File: config.mk
export PLATFORM = sky130hd
export DESIGN_NAME = multimode_hysteresis_thermostat_unit_flat
export DESIGN_NICKNAME = d
export VERILOG_FILES = /design/src/hdl/mht_pkg.sv /design/src/hdl/mht_if.sv /design/src/hdl/multimode_hysteresis_thermostat_unit.sv /design/src/flat_wrapper.sv
export VERILOG_INCLUDE_DIRS = /design/src /design/src/hdl
export SDC_FILE = /design/constraint.sdc
export NUM_CORES = 1
export LEC_CHECK = 0
export BUFFER_PORTS_ARGS = -buffer_cell sky130_fd_sc_hd__buf_2
export CORE_MARGIN = 3
export CORE_UTILIZATION = 60
export CTS_CLUSTER_DIAMETER = 60
export DETAILED_ROUTE_END_ITERATION = 7
export PLACE_DENSITY = 0.8
export SLEW_MARGIN = 25
export SYNTH_ARGS = -nofsm -noshare
export SYNTH_HDL_FRONTEND = slang
export SYNTH_SLANG_ARGS = --single-unit
export TNS_END_PERCENT = 1
File: constraint.sdc
create_clock -name clk -period 8.05 [get_ports clk]
set_clock_uncertainty 0.05 [all_clocks]
set_input_delay 2.0125 -clock clk [delete_from_list [all_inputs] [get_ports clk]]
set_output_delay 2.0125 -clock clk [all_outputs]
set_load 0.05 [all_outputs]
File: src/hdl/assert_macros.svh
// Assertion macros shared by the thermostat RTL
`ifndef ASSERT_MACROS_SVH
`define ASSERT_MACROS_SVH

// Check that a condition holds in the same cycle as its trigger
`define MHT_ASSERT_SAME(lbl, ante, cons) \
    lbl: assert property (@(posedge clk) disable iff (!rst_n) (ante) |-> (cons)) \
        else $error("mht check failed");

// Check that a condition holds in the cycle after its trigger
`define MHT_ASSERT_NEXT(lbl, ante, cons) \
    lbl: assert property (@(posedge clk) disable iff (!rst_n) (ante) |=> (cons)) \
        else $error("mht check failed");

`endif

File: src/hdl/mht_pkg.sv
// Types and constants of the multimode hysteresis thermostat
package mht_pkg;

    localparam int unsigned MODE_W  = 3;
    localparam int unsigned CFG_IDX_W = 3;
    localparam int unsigned CFG_DATA_W = 8;
    localparam int unsigned TGT_W = 8;
    localparam int unsigned DELAY_W = 8;
    localparam int unsigned BAND_W = 3;
    localparam int unsigned STAGE_W = 2;

    localparam logic [CFG_IDX_W-1:0] CFG_RUN_MODE    = 3'd0;
    localparam logic [CFG_IDX_W-1:0] CFG_NIGHT_MODE  = 3'd1;
    localparam logic [CFG_IDX_W-1:0] CFG_TARGET_TEMP = 3'd2;
    localparam logic [CFG_IDX_W-1:0] CFG_FAN_ON      = 3'd3;
    localparam logic [CFG_IDX_W-1:0] CFG_SYNC_DELAY  = 3'd4;

    localparam logic [TGT_W-1:0]   TARGET_FLOOR = 8'd16;
    localparam logic [TGT_W-1:0]   TARGET_RESET = 8'd24;
    localparam logic [DELAY_W-1:0] DELAY_RESET  = 8'd1;

    localparam logic [BAND_W-1:0] BAND_DAY        = 3'd2;
    localparam logic [BAND_W-1:0] BAND_NIGHT      = 3'd5;
    localparam logic [BAND_W-1:0] BAND_NIGHT_AUTO = 3'd3;

    typedef enum logic [MODE_W-1:0] {
        MODE_STOP   = 3'd0,
        MODE_HEAT   = 3'd1,
        MODE_COOL   = 3'd2,
        MODE_AUTO   = 3'd3,
        MODE_STAGED = 3'd4
    } mode_t;

    typedef enum logic [STAGE_W-1:0] {
        STAGE_CLOSED  = 2'd0,
        STAGE_WAITING = 2'd1,
        STAGE_OPEN    = 2'd2
    } stage_t;

endpackage

File: src/hdl/mht_if.sv
// Handshake channels of the thermostat: temperature in, relay result out
interface mht_in_if #(
    parameter int unsigned TEMP_BITS = 8
);
    logic                 valid;
    logic                 ready;
    logic [TEMP_BITS-1:0] temperature;

    modport source (output valid, output temperature, input ready);
    modport sink (input valid, input temperature, output ready);
endinterface

interface mht_out_if;
    logic       valid;
    logic       ready;
    logic       heat_relay;
    logic       cool_relay;
    logic       boost_relay;
    logic       fan_relay;
    logic [1:0] stage;

    modport source (
        output valid, output heat_relay, output cool_relay, output boost_relay,
        output fan_relay, output stage, input ready
    );
    modport sink (
        input valid, input heat_relay, input cool_relay, input boost_relay,
        input fan_relay, input stage, output ready
    );
endinterface

File: src/hdl/multimode_hysteresis_thermostat_unit.sv
// Multimode hysteresis thermostat: relay control with staged heating
// Path: accepted temperature beat -> input register -> relay state (result) registers.
// Throughput: one beat per cycle while result_out.ready is not held low; input register
//   feeds one compare-and-update stage whose relay state registers form the result register.
// Reset: relays off, stage closed, mode stop, target 24, delay 1, fan off.
`include "assert_macros.svh"

module multimode_hysteresis_thermostat_unit #(
    parameter int unsigned TEMP_BITS = 8
) (
    input  logic                            clk,
    input  logic                            rst_n,
    input  logic                            cfg_wen,
    input  logic [mht_pkg::CFG_IDX_W-1:0]   cfg_index,
    input  logic [mht_pkg::CFG_DATA_W-1:0]  cfg_wdata,
    mht_in_if.sink                          temp_in,
    mht_out_if.source                       result_out
);
    import mht_pkg::*;

    localparam int unsigned CW = ((TEMP_BITS > TGT_W + 1) ? TEMP_BITS : TGT_W + 1) + 1;

    mode_t                run_mode_reg;
    logic                 night_mode_reg;
    logic [TGT_W-1:0]     target_reg;
    logic                 fan_on_reg;
    logic [DELAY_W-1:0]   sync_delay_reg;

    logic                 s1_valid_reg;
    logic [TEMP_BITS-1:0] temp_s1_reg;
    logic                 out_valid_reg;
    logic                 s1_advance;

    logic                 heat_on_reg, heat_on_next;
    logic                 cool_on_reg, cool_on_next;
    logic                 boost_on_reg, boost_on_next;
    stage_t               stage_reg, stage_next;
    logic [DELAY_W-1:0]   delay_count_reg, delay_count_next;
    logic                 delay_active_reg, delay_active_next;
    logic                 fan_out_reg;

    logic [CW-1:0]        t_ext;
    logic [CW-1:0]        tgt_ext;
    logic [CW-1:0]        lo_thr;
    logic [CW-1:0]        hi_thr;
    logic [BAND_W-1:0]    band;

    // configuration registers
    always_ff @(posedge clk or negedge rst_n)
    begin
        if (!rst_n)
        begin
            run_mode_reg   <= MODE_STOP;
            night_mode_reg <= 1'b0;
            target_reg     <= TARGET_RESET;
            fan_on_reg     <= 1'b0;
            sync_delay_reg <= DELAY_RESET;
        end
        else if (cfg_wen)
        begin
            unique case (cfg_index)
                CFG_RUN_MODE:    run_mode_reg   <= mode_t'(cfg_wdata[MODE_W-1:0]);
                CFG_NIGHT_MODE:  night_mode_reg <= cfg_wdata[0];
                CFG_TARGET_TEMP: target_reg     <= (cfg_wdata < TARGET_FLOOR) ?
                                                   TARGET_FLOOR : cfg_wdata;
                CFG_FAN_ON:      fan_on_reg     <= cfg_wdata[0];
                CFG_SYNC_DELAY:  sync_delay_reg <= cfg_wdata;
                default:         ;
            endcase
        end
    end

    // handshake: advance stage 1 when the result register is free or drained
    assign s1_advance    = s1_valid_reg && (!out_valid_reg || result_out.ready);
    assign temp_in.ready = !s1_valid_reg || s1_advance;

    always_ff @(posedge clk or negedge rst_n)
    begin
        if (!rst_n)
        begin
            s1_valid_reg  <= 1'b0;
            out_valid_reg <= 1'b0;
        end
        else
        begin
            if (temp_in.ready)
            begin
                s1_valid_reg <= temp_in.valid;
            end
            if (s1_advance)
            begin
                out_valid_reg <= 1'b1;
            end
            else if (result_out.ready)
            begin
                out_valid_reg <= 1'b0;
            end
        end
    end

    always_ff @(posedge clk)
    begin
        if (temp_in.valid && temp_in.ready)
        begin
            temp_s1_reg <= temp_in.temperature;
        end
    end

    // thresholds
    assign t_ext   = CW'(temp_s1_reg);
    assign tgt_ext = CW'(target_reg);
    assign band    = !night_mode_reg ? BAND_DAY :
                     (run_mode_reg == MODE_AUTO) ? BAND_NIGHT_AUTO : BAND_NIGHT;
    assign lo_thr  = tgt_ext - CW'(band);
    assign hi_thr  = tgt_ext + CW'(band);

    always_comb
    begin
        heat_on_next      = heat_on_reg;
        cool_on_next      = cool_on_reg;
        boost_on_next     = boost_on_reg;
        stage_next        = stage_reg;
        delay_count_next  = delay_count_reg;
        delay_active_next = delay_active_reg;

        if (run_mode_reg != MODE_STAGED)
        begin
            boost_on_next     = 1'b0;
            stage_next        = STAGE_CLOSED;
            delay_count_next  = '0;
            delay_active_next = 1'b0;
        end

        unique case (run_mode_reg)
            MODE_HEAT:
            begin
                if (t_ext <= lo_thr)
                begin
                    heat_on_next = 1'b1;
                    cool_on_next = 1'b0;
                end
                else if (t_ext > tgt_ext)
                begin
                    heat_on_next = 1'b0;
                    cool_on_next = 1'b0;
                end
            end
            MODE_COOL:
            begin
                if (t_ext >= hi_thr)
                begin
                    cool_on_next = 1'b1;
                    heat_on_next = 1'b0;
                end
                else if (t_ext < tgt_ext)
                begin
                    heat_on_next = 1'b0;
                    cool_on_next = 1'b0;
                end
            end
            MODE_AUTO:
            begin
                if (t_ext <= lo_thr)
                begin
                    heat_on_next = 1'b1;
                    cool_on_next = 1'b0;
                end
                else if (t_ext >= hi_thr)
                begin
                    cool_on_next = 1'b1;
                    heat_on_next = 1'b0;
                end
                else if (t_ext == tgt_ext)
                begin
                    heat_on_next = 1'b0;
                    cool_on_next = 1'b0;
                end
            end
            MODE_STAGED:
            begin
                cool_on_next = 1'b0;
                if (t_ext <= lo_thr)
                begin
                    if (stage_reg == STAGE_CLOSED)
                    begin
                        stage_next        = STAGE_WAITING;
                        delay_count_next  = sync_delay_reg;
                        delay_active_next = 1'b1;
                        heat_on_next      = 1'b1;
                    end
                end
                else if (t_ext >= tgt_ext)
                begin
                    heat_on_next      = 1'b0;
                    boost_on_next     = 1'b0;
                    stage_next        = STAGE_CLOSED;
                    delay_count_next  = '0;
                    delay_active_next = 1'b0;
                end
                if (delay_active_next)
                begin
                    if (delay_count_next != '0)
                    begin
                        delay_count_next = delay_count_next - DELAY_W'(1);
                    end
                    else
                    begin
                        delay_active_next = 1'b0;
                        stage_next        = STAGE_OPEN;
                        heat_on_next      = 1'b1;
                        boost_on_next     = 1'b1;
                    end
                end
            end
            default:
            begin
                heat_on_next = 1'b0;
                cool_on_next = 1'b0;
            end
        endcase
    end

    // relay state doubles as the result register
    always_ff @(posedge clk or negedge rst_n)
    begin
        if (!rst_n)
        begin
            heat_on_reg      <= 1'b0;
            cool_on_reg      <= 1'b0;
            boost_on_reg     <= 1'b0;
            stage_reg        <= STAGE_CLOSED;
            delay_count_reg  <= '0;
            delay_active_reg <= 1'b0;
            fan_out_reg      <= 1'b0;
        end
        else if (s1_advance)
        begin
            heat_on_reg      <= heat_on_next;
            cool_on_reg      <= cool_on_next;
            boost_on_reg     <= boost_on_next;
            stage_reg        <= stage_next;
            delay_count_reg  <= delay_count_next;
            delay_active_reg <= delay_active_next;
            fan_out_reg      <= fan_on_reg;
        end
    end

    assign result_out.valid       = out_valid_reg;
    assign result_out.heat_relay  = heat_on_reg;
    assign result_out.cool_relay  = cool_on_reg;
    assign result_out.boost_relay = boost_on_reg;
    assign result_out.fan_relay   = fan_out_reg;
    assign result_out.stage       = stage_reg;

    `MHT_ASSERT_SAME(a_relays_exclusive, 1'b1, !(heat_on_reg && cool_on_reg))
    `MHT_ASSERT_SAME(a_open_stage_full, stage_reg == STAGE_OPEN,
                     heat_on_reg && boost_on_reg && !delay_active_reg)
    `MHT_ASSERT_NEXT(a_leave_staged, s1_advance && run_mode_reg != MODE_STAGED,
                     stage_reg == STAGE_CLOSED && !boost_on_reg && !delay_active_reg)
    `MHT_ASSERT_NEXT(a_advance_shows, s1_advance, out_valid_reg)
    `MHT_ASSERT_SAME(a_target_floor, 1'b1, target_reg >= TARGET_FLOOR)

endmodule

File: src/flat_wrapper.sv
// flat-port wrapper written by rule: the top's interface ports become plain ports
module multimode_hysteresis_thermostat_unit_flat import mht_pkg::*;
#(
    parameter int unsigned TEMP_BITS = 8
)
  (clk, rst_n, cfg_wen, cfg_index, cfg_wdata, temp_in_valid, temp_in_temperature, temp_in_ready, result_out_valid, result_out_heat_relay, result_out_cool_relay, result_out_boost_relay, result_out_fan_relay, result_out_stage, result_out_ready);
  mht_in_if #(.TEMP_BITS(TEMP_BITS)) temp_in_i ();
  mht_out_if result_out_i ();
  input  logic clk;
  input  logic rst_n;
  input  logic cfg_wen;
  input  logic [mht_pkg::CFG_IDX_W-1:0] cfg_index;
  input  logic [mht_pkg::CFG_DATA_W-1:0] cfg_wdata;
  input wire logic [$bits(temp_in_i.valid)-1:0] temp_in_valid;
  input wire logic [$bits(temp_in_i.temperature)-1:0] temp_in_temperature;
  output wire logic [$bits(temp_in_i.ready)-1:0] temp_in_ready;
  output wire logic [$bits(result_out_i.valid)-1:0] result_out_valid;
  output wire logic [$bits(result_out_i.heat_relay)-1:0] result_out_heat_relay;
  output wire logic [$bits(result_out_i.cool_relay)-1:0] result_out_cool_relay;
  output wire logic [$bits(result_out_i.boost_relay)-1:0] result_out_boost_relay;
  output wire logic [$bits(result_out_i.fan_relay)-1:0] result_out_fan_relay;
  output wire logic [$bits(result_out_i.stage)-1:0] result_out_stage;
  input wire logic [$bits(result_out_i.ready)-1:0] result_out_ready;
  assign temp_in_i.valid = temp_in_valid;
  assign temp_in_i.temperature = temp_in_temperature;
  assign temp_in_ready = temp_in_i.ready;
  assign result_out_valid = result_out_i.valid;
  assign result_out_heat_relay = result_out_i.heat_relay;
  assign result_out_cool_relay = result_out_i.cool_relay;
  assign result_out_boost_relay = result_out_i.boost_relay;
  assign result_out_fan_relay = result_out_i.fan_relay;
  assign result_out_stage = result_out_i.stage;
  assign result_out_i.ready = result_out_ready;
  multimode_hysteresis_thermostat_unit #(.TEMP_BITS(TEMP_BITS)) u_core (.clk(clk), .rst_n(rst_n), .cfg_wen(cfg_wen), .cfg_index(cfg_index), .cfg_wdata(cfg_wdata), .temp_in(temp_in_i), .result_out(result_out_i));
endmodule
---- Word-level counts from Yosys, hierarchy flattened ----
Cells that the tools add are included.
operators by class
  $add $sub $neg .......................... 3
  magnitude comparators ................... 6
  equality and inequality tests ........... 13
  mux-type cells .......................... 52
  reductions and logical operators ........ 16
operators with widths
  operator                                                                  count
  8-bit 2-to-1 mux                                                          9
  1-bit 2-to-1 mux                                                          32
  2-bit 2-to-1 mux                                                          7
  3-bit by 2-bit equality test with 1-bit output (second input constant)    4
  8-bit by 10-bit greater-or-equal comparator with 1-bit output             1
  8-bit by 10-bit <= comparator with 1-bit output                           1
  2-bit AND reduction                                                       5
  8-bit by 3-bit adder with 9-bit output                                    1
  8-bit by 3-bit subtractor with 9-bit output                               1
  8-bit equality test                                                       1
  8-bit greater-or-equal comparator                                         1
  8-bit greater-than comparator                                             1
  8-bit by 5-bit < comparator with 1-bit output (second input constant)     1
  8-bit < comparator                                                        1
  8-bit nonzero test                                                        1
  8-bit by 1-bit subtractor with 8-bit output (second input constant)       1
  3-bit by 1-bit equality test with 1-bit output (second input constant)    2
  3-bit equality test (second input constant)                               2
  3-bit 2-to-1 mux                                                          2
  3-bit by 1-bit inequality test with 1-bit output (second input constant)  2
  4-bit inequality test (second input constant)                             1
  1-bit case mux with 4 select lines                                        1
  4-bit AND reduction                                                       1
  3-bit zero test                                                           1
  other kinds (7)                                                           10
word-level totals
  register bits ........................... 46
  bits of input ports ..................... 24
  output and inout bits ................... 8

---- Depth between registers and ports, before layout ----
Gate-level depths: netlist of the first run.
  depth in word-level cells ............... 11
  gate-level depth with buffers ........... 22
  gate-level depth less buffers ........... 21

---- Worst setup path after synthesis of the first run ----
No wires, ideal clock.
  kind .................................... input-to-output
  start point ............................. input port result_out_ready
  end point ............................... output port temp_in_ready
  data arrival time ....................... 2.496 ns
  setup slack ............................. 3.492 ns
  cell stages on the path ................. 1
  buffers on the path ..................... 0
  cells stage by stage .................... nand3b_1
between the ends
  word-level cells in the longest chain between the ends .. 3
ends and longest elaborated chain
  what               RTL line                                    RTL
  start, declared    flat_wrapper.sv:23                          input wire logic [$bits(result_out_i.ready)-1:0] result_out_ready;
  1-bit logical OR   multimode_hysteresis_thermostat_unit.sv:74  assign s1_advance = s1_valid_reg && (!out_valid_reg || result_out.ready);
  1-bit logical AND  multimode_hysteresis_thermostat_unit.sv:74
  1-bit logical OR   multimode_hysteresis_thermostat_unit.sv:75  assign temp_in.ready = !s1_valid_reg || s1_advance;
  end, declared      flat_wrapper.sv:16                          output wire logic [$bits(temp_in_i.ready)-1:0] temp_in_ready;
No other way between the ends.

---- Worst setup path after layout of the first run ----
  start point ............................. register u_core.run_mode_reg[0]
  end point ............................... register u_core.heat_on_reg, in the netlist u_core.result_out.heat_relay
between the ends
  word-level cells in the longest chain between the ends .. 11
  elaborated cells between the ends (all ways) .. 34
  classes of those cells .................. add/sub: 2; order compare: 2; eq/ne: 8; mux: 20; reduce/logical: 2
ends and longest elaborated chain
  what                                             RTL line                                                                                                                               RTL
  start, declared                                  multimode_hysteresis_thermostat_unit.sv:23                                                                                             mode_t run_mode_reg;
  start signal, assigned                           multimode_hysteresis_thermostat_unit.sv:62                                                                                             CFG_RUN_MODE: run_mode_reg <= mode_t'(cfg_wdata[MODE_W-1:0]);
  3-bit by 2-bit equality test with 1-bit output   multimode_hysteresis_thermostat_unit.sv:113, multimode_hysteresis_thermostat_unit.sv:134
  3-bit 2-to-1 mux                                 multimode_hysteresis_thermostat_unit.sv:113                                                                                            (run_mode_reg == MODE_AUTO) ? BAND_NIGHT_AUTO : BAND_NIGHT;
  3-bit 2-to-1 mux                                 multimode_hysteresis_thermostat_unit.sv:112                                                                                            assign band = !night_mode_reg ? BAND_DAY :
  8-bit by 3-bit subtractor with 9-bit output      multimode_hysteresis_thermostat_unit.sv:114                                                                                            assign lo_thr = tgt_ext - CW'(band);
  8-bit by 10-bit <= comparator with 1-bit output  multimode_hysteresis_thermostat_unit.sv:137, multimode_hysteresis_thermostat_unit.sv:163, multimode_hysteresis_thermostat_unit.sv:182
  8-bit 2-to-1 mux                                 multimode_hysteresis_thermostat_unit.sv:182                                                                                            if (t_ext <= lo_thr)
  8-bit 2-to-1 mux                                 multimode_hysteresis_thermostat_unit.sv:134                                                                                            unique case (run_mode_reg)
  8-bit nonzero test                               multimode_hysteresis_thermostat_unit.sv:202                                                                                            if (delay_count_next != '0)
  1-bit 2-to-1 mux                                 multimode_hysteresis_thermostat_unit.sv:202
  1-bit 2-to-1 mux                                 multimode_hysteresis_thermostat_unit.sv:200                                                                                            if (delay_active_next)
  1-bit case mux with 4 select lines               multimode_hysteresis_thermostat_unit.sv:134
  end signal, assigned                             multimode_hysteresis_thermostat_unit.sv:238                                                                                            heat_on_reg <= heat_on_next;
  end, declared                                    multimode_hysteresis_thermostat_unit.sv:34                                                                                             logic heat_on_reg, heat_on_next;
Parallel ways exist; a longest one is shown, timed or not. The select of a mux whose other input is x is not followed.
A chain may end at the register's enable or synchronous reset.

==> results.json, run 1 <==
{
  "outcome": "finished, final reports clean",
  "inserted_diodes": 0,
  "synth_cell_types": 69,
  "synth.yosys.seq_area_share_pct": 35.9,
  "drv.max_cap_violation_count": 0,
  "cts.repair_timing.setup_buffer_count": 0,
  "post_dp_cell_area_um2": 3540,
  "worst_hold_path_type": "register to register",
  "timing.setup.tns_ns": 0,
  "worst-endpoint-required_ns": 8.23,
  "yosys_warnings": 0,
  "global_route_wire_length_before_repair_um": 12700,
  "route.antenna.remaining_nets": 0,
  "synth-seq-cells": 46,
  "drtPass1Iterations": 5,
  "critPathCaptureType": "register",
  "period_minus_slack_ns": 5.24,
  "count_of_pins_over_their_slew_limit": 0,
  "synth-async-reset-ratio_pct": 82.6,
  "grt_start_max_net_pins": 39,
  "synthesis.nets": 389,
  "cts-htree-levels": 2,
  "crit_family": "compound AO/OA/AOI/OAI gates",
  "via_per_inst": 6.13,
  "cp_data_arrival_time_ns": 5.42,
  "finalWirelength_um": 7760,
  "power_leakage_nw": 1.55,
  "initial_utilization_pct": 63.5,
  "max_freq_mhz": 191,
  "dieArea_um2": 6470,
  "ctsLongestPathBuffers": 2,
  "cts-buffers-inserted": 5,
  "max_slew_margin_pct": 42.3,
  "vias": 2665,
  "post_synth_inst_count": 332,
  "final_area_um2": 3640,
  "vdd_drop_max_mv": 0.168,
  "powerDensity_nw_per_um2": 308,
  "die_w_um": 80.5,
  "tritoncts": "built",
  "final_nets": 421,
  "place.gp.congestion": 0.970,
  "dp.final_hpwl_um": 6040,
  "post_cts.resized_instances": 0,
  "final_cell_mix": "dfrtp_1, nand2_1, ha_1, buf_2, o21ai_0",
  "crit_fanout": 11,
  "cts-root-buf": "clkbuf_8",
  "critical_path.n_buffers_inverters": 1,
  "synthFlopType": "dfrtp_1",
  "avgSynthCellArea_um2": 10.0,
  "antenna_found_initial": 0,
  "clock_insertion_delay_worst_skew_ns": 0.32,
  "cpMaxStageDelayCell": "a21oi_1",
  "syn-cell-area_um2": 3330,
  "crit_path_max_incr_delay_ns": 0.73,
  "drt-initial-drc-count": 213,
  "rows": 26,
  "critical_path_class": "register to register",
  "io_pins": 32,
  "cts_hold_buffers": 0,
  "crit_path_frequent_cell": "a21oi_1",
  "synth_edf_count": 8,
  "cp_cell_sequence": "nor2b_1, nand2_1, nand2_1, inv_1, fa_1, a21oi_2, a31oi_1, a21oi_1, ha_1, o21a_1, o22ai_1, a31oi_2, a21oi_1, nor3b_1, a21oi_1, ha_1, o221ai_2, nor3_2, a211oi_1, o211ai_1",
  "finalSetupViolations": 0,
  "final.fill_count": 422,
  "placement.io_buffers": 31,
  "final_layout_size_suffix_gt1_share_pct": 22.2,
  "mostFrequentLayoutCell": "dfrtp_1",
  "area.growth.synth_to_final_pct": 9.33,
  "setup_repair_after_global_routing_missed_its_margin": "no",
  "design.core.area_um2": 5240,
  "clk_transition_reported_paths_ns": 0.10,
  "route.detailed.wl_per_inst_um": 17.8,
  "drc": 0,
  "critical_path.startpoint_type": "register",
  "cts.sinks": 46,
  "worst-slew-pin-transition_ns": 0.866,
  "groute.usage.overall_pct": 25.6,
  "first_global_vias": 2666,
  "die_h_um": 80.5,
  "hold_viol": 0,
  "global_route.overflow_total": 0,
  "final.period_utilization_pct": 65.0
}
## final cells by class
type / count / area [um2] / share of cell area (%)
sequential: 46 / 1190 / 32.9
timing repair buffer: 33 / 170 / 4.68
clock inverter: 3 / 26.3 / 0.722
inverter: 16 / 60.1 / 1.65
multi-input combinational: 262 / 2030 / 55.8
clock buffer: 5 / 68.8 / 1.89
tap: 70 / 87.6 / 2.41
## where the power goes
part           total, mW  internal, mW  switching [mW]
Clock              0.157        0.0647          0.0924
Combinational      0.630         0.250           0.380
Sequential         0.334         0.284          0.0500
## worst reg2reg max path, cell delays in order (launching register included)
cell and delay (ns):
dfrtp_1 0.44, nor2b_1 0.23, nand2_1 0.08, nand2_1 0.12, inv_1 0.13, fa_1 0.46
a21oi_2 0.31, a31oi_1 0.14, a21oi_1 0.14, ha_1 0.27, o21a_1 0.19, o22ai_1 0.23
a31oi_2 0.11, a21oi_1 0.73, nor3b_1 0.13, a21oi_1 0.23, ha_1 0.28, o221ai_2 0.14
nor3_2 0.38, a211oi_1 0.13, o211ai_1 0.24
## Yosys cell counts (3+ instances only)
library cell,number,area [um2]
o21ai_0,24,120
nor3b_1,4,30.0
dfstp_2,3,78.8
nor2b_1,3,18.8
edfxtp_1,8,240
nand4_1,4,25.0
dfrtp_1,35,876
o21ai_1,3,15.0
nand2b_1,7,43.8
o31ai_1,3,22.5
clkbuf_1,3,11.3
nor2_1,12,45.0
ha_1,31,388
a21oi_1,16,80.1
buf_2,4,20.0
a22o_1,4,35.0
nand3_1,16,80.1
inv_1,15,56.3
o21bai_1,4,30.0
mux2_2,13,146
xor2_1,3,26.3
o31ai_2,3,37.5
nand2_1,34,128
and2_1,6,37.5
xnor2_1,15,131
a31oi_1,3,18.8
o21a_1,3,22.5
## through the flow
stage	power, mW	worst slack (ns)	hold slack (ns)	instances	utilization, %
after floorplan	0.823	3.49	0.383	332	-
after global placement	0.934	3.22	0.400	427	67.6
after detailed placement	0.955	2.92	0.405	427	67.6
after CTS	1.12	2.85	0.428	435	69.4
after global routing	1.19	2.45	0.448	435	69.4
final	1.12	2.81	0.424	435	69.4
## cell families (layout without fill, tap and decap cells)
group / after synthesis / after routing / share of synthesized area [%]
adder cells (fa/ha/maj): 33 / 33 / 12.9
buffers and inverters: 24 / 57 / 3.08
flip-flops: 46 / 46 / 35.9
multiplexers: 14 / 14 / 4.70
XOR/XNOR: 18 / 18 / 4.74
AND/OR/NAND/NOR: 104 / 104 / 17.3
AO/OA/AOI/OAI: 93 / 93 / 21.4
## worst paths after layout
kind / startpoint / to / slack (ns) / cells after the start
max: u_core.run_mode_reg[0]$_DFFE_PN0P_ / u_core.result_out.heat_relay$_DFFE_PN0P_ / 2.81 / 20
min: u_core.fan_on_reg$_DFFE_PN0P_ / u_core.result_out.fan_relay$_DFFE_PN0P_ / 0.42 / 2
max reg2reg: u_core.run_mode_reg[0]$_DFFE_PN0P_ / u_core.result_out.heat_relay$_DFFE_PN0P_ / 2.81 / 20
min reg2reg: u_core.fan_on_reg$_DFFE_PN0P_ / u_core.result_out.fan_relay$_DFFE_PN0P_ / 0.42 / 2
max in group asynchronous: rst_n / u_core.target_reg[0]$_DFFE_PN0P_ / 5.69 / 1
min in group asynchronous: rst_n / u_core.target_reg[5]$_DFFE_PN0P_ / 1.73 / 1
## per-layer routing
metal	vias up	routed length (um)	part of all wire, %	global-route usage [%]
met5	-	0	0	0
met2	83	3670	47	42.6
met1	1295	3530	45	34.6
met3	8	478	6.2	4.04
met4	0	91	1.2	6.59
li1	1279	-	-	-
(Power assumes the default switching activity.)
==> run 2, diff against run 1 <==
--- a/config.mk
+++ b/config.mk
@@ -6,12 +6,13 @@
 export SDC_FILE = /design/constraint.sdc
 export NUM_CORES = 1
 export LEC_CHECK = 0
+export ABC_AREA = 1
 export BUFFER_PORTS_ARGS = -buffer_cell sky130_fd_sc_hd__buf_2
 export CORE_MARGIN = 3
-export CORE_UTILIZATION = 60
+export CORE_UTILIZATION = 54
 export CTS_CLUSTER_DIAMETER = 60
 export DETAILED_ROUTE_END_ITERATION = 7
-export PLACE_DENSITY = 0.8
+export PLACE_DENSITY = 0.75
 export SLEW_MARGIN = 25
 export SYNTH_ARGS = -nofsm -noshare
 export SYNTH_HDL_FRONTEND = slang
==> constraint.sdc (replaced) <==
create_clock -name clk -period 4.3 [get_ports clk]
set_clock_uncertainty 0.05 [all_clocks]
set_input_delay 1.075 -clock clk [delete_from_list [all_inputs] [get_ports clk]]
set_output_delay 1.075 -clock clk [all_outputs]
set_load 0.05 [all_outputs]
==> run 2 against run 1 <==
Die area rose by 16%. Critical path type unchanged. Via count rose by 15%. Wire length rose by 6.2%.
==> results.json, run 2 <==
{
  "final.fill_count": 561,
  "cts-htree-levels": 2,
  "dieArea_um2": 7520,
  "drv.max_cap_violation_count": 0,
  "global_route_wire_length_before_repair_um": 13700,
  "switching_power_uw": 970,
  "outcome": "finished, final reports clean",
  "fin_ws_ns": 0.349,
  "timing.reg2reg.setup_slack_ns": 0.35,
  "final_nets": 550,
  "synth_cell_types": 44,
  "cts.sinks": 46,
  "synth_area_leader_cell": "dfrtp_1",
  "synth.yosys.seq_area_share_pct": 34.0,
  "finalWirelength_um": 8250,
  "seq_area_um2": 1190,
  "worst-endpoint-required_ns": 4.45,
  "netlist.area_leader.share_pct": 24.9,
  "io_pins": 32,
  "internal_power_mw": 1.02,
  "combPwrFrac_pct": 56.1,
  "switching_portion_of_total_power_pct": 48.7,
  "final.period_utilization_pct": 91.9,
  "preCtsSetupSlack_ns": 0.253,
  "final_area_um2": 3850,
  "final_layout_size_suffix_gt1_share_pct": 18.6,
  "tritoncts": "built",
  "power.share.sequential_pct": 30.1,
  "synth-async-reset-ratio_pct": 82.6,
  "crit_fanout": 7,
  "die_w_um": 86.7,
  "critical_path_class": "register to register",
  "drt-initial-drc-count": 172,
  "worstHoldStart": "u_core.result_out.fan_relay$_DFFE_PN0P_",
  "critical_path.reg2reg.endpoint": "u_core.delay_count_reg[7]$_DFFE_PN0P_",
  "groute.usage.overall_pct": 23.4,
  "worst_hold_path_type": "register to register",
  "fin_util_pct": 63.2,
  "whs_path_depth": 2,
  "vdd_drop_max_mv": 0.252,
  "critical_path.startpoint_type": "register",
  "count_of_pins_over_their_slew_limit": 0,
  "period_minus_slack_ns": 3.95,
  "post_dp_cell_area_um2": 3750,
  "cts-buffers-inserted": 5,
  "cp_data_arrival_time_ns": 4.10,
  "die_h_um": 86.7,
  "syn-cell-area_um2": 3520,
  "final_cell_mix": "nand2_1, inv_1, dfrtp_1",
  "design.core.area_um2": 6100,
  "powerDensity_nw_per_um2": 517,
  "area_of_the_multi_input_gates_um2": 2020,
  "hold_viol": 0,
  "avgSynthCellArea_um2": 7.68,
  "inserted_diodes": 0,
  "synth_most_common_cell": "nand2_1",
  "finalSetupViolations": 0,
  "ctsLongestPathBuffers": 2,
  "clock_power_share_pct": 13.8,
  "route.antenna.remaining_nets": 0,
  "max_freq_mhz": 253,
  "antenna_found_initial": 0,
  "holdPathEnd": "u_core.result_out.fan_relay$_DFFE_PN0P_",
  "drtPass1Iterations": 6,
  "yosys_warnings": 0,
  "synth.top_cells.by_count": "nand2_1, inv_1, dfrtp_1",
  "route.detailed.wl_per_inst_um": 14.5,
  "synth.area.top_cells": "dfrtp_1, nand2_1, ha_1, inv_1, edfxtp_1",
  "rr_worst_depth": 25,
  "post_synth_inst_count": 458,
  "p_total_mw": 1.99,
  "synthesis.nets": 515,
  "first_global_vias": 2891,
  "via_per_inst": 5.37,
  "timing.hold.ws_ns": 0.439,
  "cts_hold_buffers": 0,
  "max_slew_margin_pct": 43.9,
  "synth_edf_count": 8,
  "mostFrequentLayoutCell": "nand2_1",
  "grt_start_max_net_pins": 39,
  "initial_utilization_pct": 57.7,
  "power_leakage_nw": 1.94,
  "rows": 28,
  "clk_transition_reported_paths_ns": 0.09,
  "synth-seq-cells": 46,
  "r2r-start": "u_core.run_mode_reg[2]$_DFFE_PN0P_",
  "vias": 3054,
  "drc": 0,
  "global_route.overflow_total": 0,
  "worst-slew-pin-transition_ns": 0.842,
  "dp.final_hpwl_um": 6440,
  "area.growth.synth_to_final_pct": 9.54,
  "cts-root-buf": "clkbuf_8",
  "clock_insertion_delay_worst_skew_ns": 0.31,
  "placement.io_buffers": 31,
  "place.gp.congestion": 0.921,
  "synthFlopType": "dfrtp_1",
  "critPathCaptureType": "register"
}
[run 2: cell types whose count changed after synthesis, sizes merged, moves of 7 or more]
cell / previous run / this run
nand2: 35 / 118
nand2b: 7 / 0
o21ai: 29 / 38
inv: 15 / 73
xnor2: 15 / 2
nor2: 12 / 49
nand3: 16 / 28
mux2: 13 / 1
[run 2: cell type report]
class,count,share of cell area [%]
inverter,73,7.12
multi-input combinational,333,52.5
clock buffer,6,1.88
timing repair buffer,34,4.71
tap,75,2.44
sequential,46,31.0
clock inverter,2,0.357
[run 2: timing repair]
action                                  4_1_cts  5_1_grt
endpoints found under the setup margin        0       13
gates resized for setup                       0        4
setup buffers                                 0        0
[run 2: worst max-delay path by stage]
stage                                       startpoint                                     to  slack [ns]
detailed placement  u_core.run_mode_reg[0]$_DFFE_PN0P_  u_core.delay_count_reg[6]$_DFFE_PN0P_        0.25
CTS                 u_core.run_mode_reg[0]$_DFFE_PN0P_  u_core.delay_count_reg[6]$_DFFE_PN0P_        0.23
floorplan           u_core.run_mode_reg[0]$_DFFE_PN0P_  u_core.delay_count_reg[6]$_DFFE_PN0P_        0.35
global route        u_core.run_mode_reg[0]$_DFFE_PN0P_  u_core.delay_count_reg[3]$_DFFE_PN0P_       -0.06
finish              u_core.run_mode_reg[2]$_DFFE_PN0P_  u_core.delay_count_reg[7]$_DFFE_PN0P_        0.35
global placement    u_core.run_mode_reg[0]$_DFFE_PN0P_  u_core.delay_count_reg[5]$_DFFE_PN0P_        0.39
[run 2: critical path, stage by stage, from the launching register on]
cell and delay, ns:
dfrtp_1 0.47, nor3_2 0.23, nor2_1 0.08, buf_4 0.16, fa_1 0.44, nand2_2 0.11, nand4_2 0.14, xor2_1 0.17
inv_1 0.07, ha_1 0.27, nand2_1 0.05, inv_1 0.08, nand3_1 0.09, nor3_2 0.19, nor2_4 0.09, nand2_8 0.08
nor2_2 0.05, nor2_4 0.14, ha_1 0.26, nand3_4 0.11, nor2_2 0.13, nand3_2 0.10, nand2_2 0.10, nor2_1 0.06
nand3_1 0.08, nand2_1 0.06
[run 2: cell families (layout without fill, tap and decap cells)]
kind of cell / Yosys count / after routing / share of synthesized area [%]
multiplexers: 1 / 1 / 0.320
AND/OR/NAND/NOR: 216 / 216 / 30.3
buffers and inverters: 79 / 115 / 8.97
XOR/XNOR: 11 / 11 / 2.74
adder cells (fa/ha/maj): 33 / 33 / 12.2
flip-flops: 46 / 46 / 34.0
AO/OA/AOI/OAI: 72 / 72 / 11.5
[run 2: per-stage QoR]
| stage | TNS [ns] | cells |
|---|---|---|
| floorplan | 0 | 458 |
| global placement | 0 | 561 |
| detailed placement | 0 | 561 |
| CTS | 0 | 569 |
| global route | -0.173 | 569 |
| finish | 0 | 569 |
[run 2: routing by layer]
layer | wire length (um) | GRT usage [%]
met5 | 0 | 0
met4 | 82 | 5.67
met3 | 476 | 3.61
met2 | 3660 | 35.7
met1 | 4030 | 34.8
[run 2: power groups by stage]
stage	Combinational, mW	Sequential (mW)	Clock (mW)
3_3_place_gp	1.07	0.604	0
3_5_place_dp	1.09	0.604	0
6_report	1.12	0.598	0.274
2_1_floorplan	0.828	0.639	0
4_1_cts	1.10	0.597	0.281
5_1_grt	1.26	0.610	0.300
==> run 3, diff against run 2 <==
--- a/config.mk
+++ b/config.mk
@@ -9,10 +9,11 @@
 export ABC_AREA = 1
 export BUFFER_PORTS_ARGS = -buffer_cell sky130_fd_sc_hd__buf_2
 export CORE_MARGIN = 3
-export CORE_UTILIZATION = 54
+export CORE_UTILIZATION = 50
 export CTS_CLUSTER_DIAMETER = 60
 export DETAILED_ROUTE_END_ITERATION = 7
-export PLACE_DENSITY = 0.75
+export GPL_ROUTABILITY_DRIVEN = 0
+export PLACE_DENSITY = 0.71
 export SLEW_MARGIN = 25
 export SYNTH_ARGS = -nofsm -noshare
 export SYNTH_HDL_FRONTEND = slang
==> run 3 against run 2 <==
Global-route usage shrank 2.6 points. Sequential power hardly changed. Final cell count up 4.0%. Critical path depth increased by 1. Count of clock-buffer cells in the layout grew 1. Clock power up 10%. Via count is 1.5% higher. Critical path type unchanged.
==> results.json, run 3 (same netlist as run 2, synthesis figures left out) <==
{
  "outcome": "finished, final reports clean",
  "max_slew_margin_pct": 44.6,
  "ctsLongestPathBuffers": 2,
  "first_global_vias": 2841,
  "cts_hold_buffers": 0,
  "dieArea_um2": 8070,
  "mostFrequentLayoutCell": "nand2_1",
  "drv.max_cap_violation_count": 0,
  "final.period_utilization_pct": 91.7,
  "place.detailed.instances": 578,
  "initial_utilization_pct": 53.5,
  "fin_cells": 592,
  "final.fill_count": 582,
  "antenna_found_initial": 0,
  "final_nets": 555,
  "clock_insertion_delay_worst_skew_ns": 0.30,
  "die_w_um": 89.9,
  "finalWirelength_um": 8320,
  "cp_data_arrival_time_ns": 4.08,
  "clock_power_share_pct": 14.7,
  "clk_transition_reported_paths_ns": 0.09,
  "powerDensity_nw_per_um2": 522,
  "power_leakage_nw": 1.97,
  "final_cell_mix": "nand2_1, inv_1, dfrtp_1",
  "timing.setup.tns_ns": 0,
  "placement.io_buffers": 31,
  "internal_power_mw": 1.09,
  "dp.final_hpwl_um": 6590,
  "critical_path_class": "register to register",
  "final_layout_size_suffix_gt1_share_pct": 19.4,
  "drtPass1Iterations": 5,
  "design.core.area_um2": 6570,
  "worst-endpoint-required_ns": 4.44,
  "critical_path.startpoint_type": "register",
  "groute.usage.overall_pct": 20.8,
  "critPathCaptureType": "register",
  "inserted_diodes": 0,
  "switching_portion_of_total_power_pct": 46.9,
  "crit_fanout": 7,
  "cts-root-buf": "clkbuf_8",
  "finalSetupViolations": 0,
  "rows": 29,
  "grt_start_max_net_pins": 39,
  "cts-htree-levels": 2,
  "tritoncts": "built",
  "route.detailed.wl_per_inst_um": 14.1,
  "io_pins": 32,
  "route.antenna.remaining_nets": 0,
  "power.share.sequential_pct": 29.4,
  "worst-slew-pin-transition_ns": 0.831,
  "worst_hold_path_type": "register to register",
  "drc": 0,
  "period_minus_slack_ns": 3.94,
  "cts.sinks": 46,
  "vdd_drop_max_mv": 0.274,
  "combPwrFrac_pct": 55.9,
  "via_per_inst": 5.23,
  "drt-initial-drc-count": 231,
  "setup_repair_after_global_routing_missed_its_margin": "no",
  "global_route.overflow_total": 0,
  "area.growth.synth_to_final_pct": 11.6,
  "hold_viol": 0,
  "vias": 3099,
  "fin_util_pct": 59.7,
  "max_freq_mhz": 254,
  "switching_power_uw": 961,
  "count_of_pins_over_their_slew_limit": 0,
  "cts-buffers-inserted": 5,
  "die_h_um": 89.9,
  "global_route_wire_length_before_repair_um": 13700
}
run 3: cell types whose count changed in the layout (fill, tap and decap cells not counted):
cell,before,now
nor3_1,6,7
clkbuf_16,0,1
clkinvlp_4,1,0
buf_6,1,0
nor3_2,2,1
ha_1,31,30
buf_4,2,8
ha_2,0,1
run 3: final timing paths:
path	start	to	slack [ns]	cells past startpoint
max reg2reg	u_core.run_mode_reg[0]$_DFFE_PN0P_	u_core.delay_count_reg[6]$_DFFE_PN0P_	0.36	26
min in group asynchronous	rst_n	u_core.result_out.boost_relay$_DFFE_PN0P_	0.82	1
min reg2reg	u_core.result_out.fan_relay$_DFFE_PN0P_	u_core.result_out.fan_relay$_DFFE_PN0P_	0.44	2
max in group asynchronous	rst_n	u_core.delay_count_reg[5]$_DFFE_PN0P_	2.85	1
max	u_core.run_mode_reg[0]$_DFFE_PN0P_	u_core.delay_count_reg[6]$_DFFE_PN0P_	0.36	26
min	u_core.result_out.fan_relay$_DFFE_PN0P_	u_core.result_out.fan_relay$_DFFE_PN0P_	0.44	2
run 3: power by group through the flow:
stage	clock (mW)	combinational (mW)	sequential, mW
3_5_place_dp	0	1.08	0.608
3_3_place_gp	0	1.06	0.606
6_report	0.302	1.15	0.601
5_1_grt	0.326	1.30	0.612
4_1_cts	0.307	1.08	0.600
2_1_floorplan	0	0.828	0.639
run 3: what timing repair did:
item / CTS / global route
resized for setup: 0 / 3
endpoints found under the setup margin: 0 / 13
buffers inserted: 0 / 6
run 3: worst max-delay path: stages, from the launching register on:
cell	delay (ns)
dfrtp_1	0.40
inv_1	0.10
nor3_1	0.24
nor2_1	0.10
buf_4	0.16
fa_1	0.45
nand2_2	0.11
nand4_2	0.13
xor2_1	0.15
inv_1	0.06
ha_1	0.26
nand2_1	0.04
inv_1	0.06
nand3_1	0.08
nor3_2	0.19
nor2_4	0.09
nand2_8	0.09
nor2_2	0.05
nor2_4	0.14
ha_2	0.23
nand3_4	0.09
nor2_2	0.11
nand2_1	0.10
o21ai_1	0.12
o21ai_1	0.08
nand2_1	0.09
nand2_1	0.05
run 3: routing by layer:
layer	part of all wire (%)	routed length, um	GRT usage [%]	up-vias
met5	0	0	0	-
li1	-	-	-	1566
met1	49	4070	31.3	1412
met3	5.6	465	2.75	11
met2	44	3670	31.8	110
met4	1.4	117	4.97	0
run 3: layout make-up:
| class | instances | area [um2] | share of cell area [%] |
|---|---|---|---|
| multi-input combinational | 333 | 2020 | 51.5 |
| sequential | 46 | 1190 | 30.5 |
| inverter | 73 | 274 | 6.99 |
| timing repair buffer | 39 | 215 | 5.49 |
| tap | 93 | 116 | 2.97 |
| clock buffer | 7 | 97.6 | 2.49 |
| clock inverter | 1 | 6.26 | 0.159 |
run 3: per-stage QoR:
| stage | instance area, um2 | hold slack (ns) | power [mW] | setup slack (ns) |
|---|---|---|---|---|
| 2_1_floorplan | 3520 | 0.392 | 1.47 | 0.352 |
| 3_3_place_gp | 3770 | 0.413 | 1.66 | 0.334 |
| 3_5_place_dp | 3770 | 0.419 | 1.69 | 0.240 |
| 6_report | 3920 | 0.439 | 2.05 | 0.359 |
| 5_1_grt | 3920 | 0.483 | 2.23 | 0.0585 |
| 4_1_cts | 3870 | 0.447 | 1.99 | 0.208 |
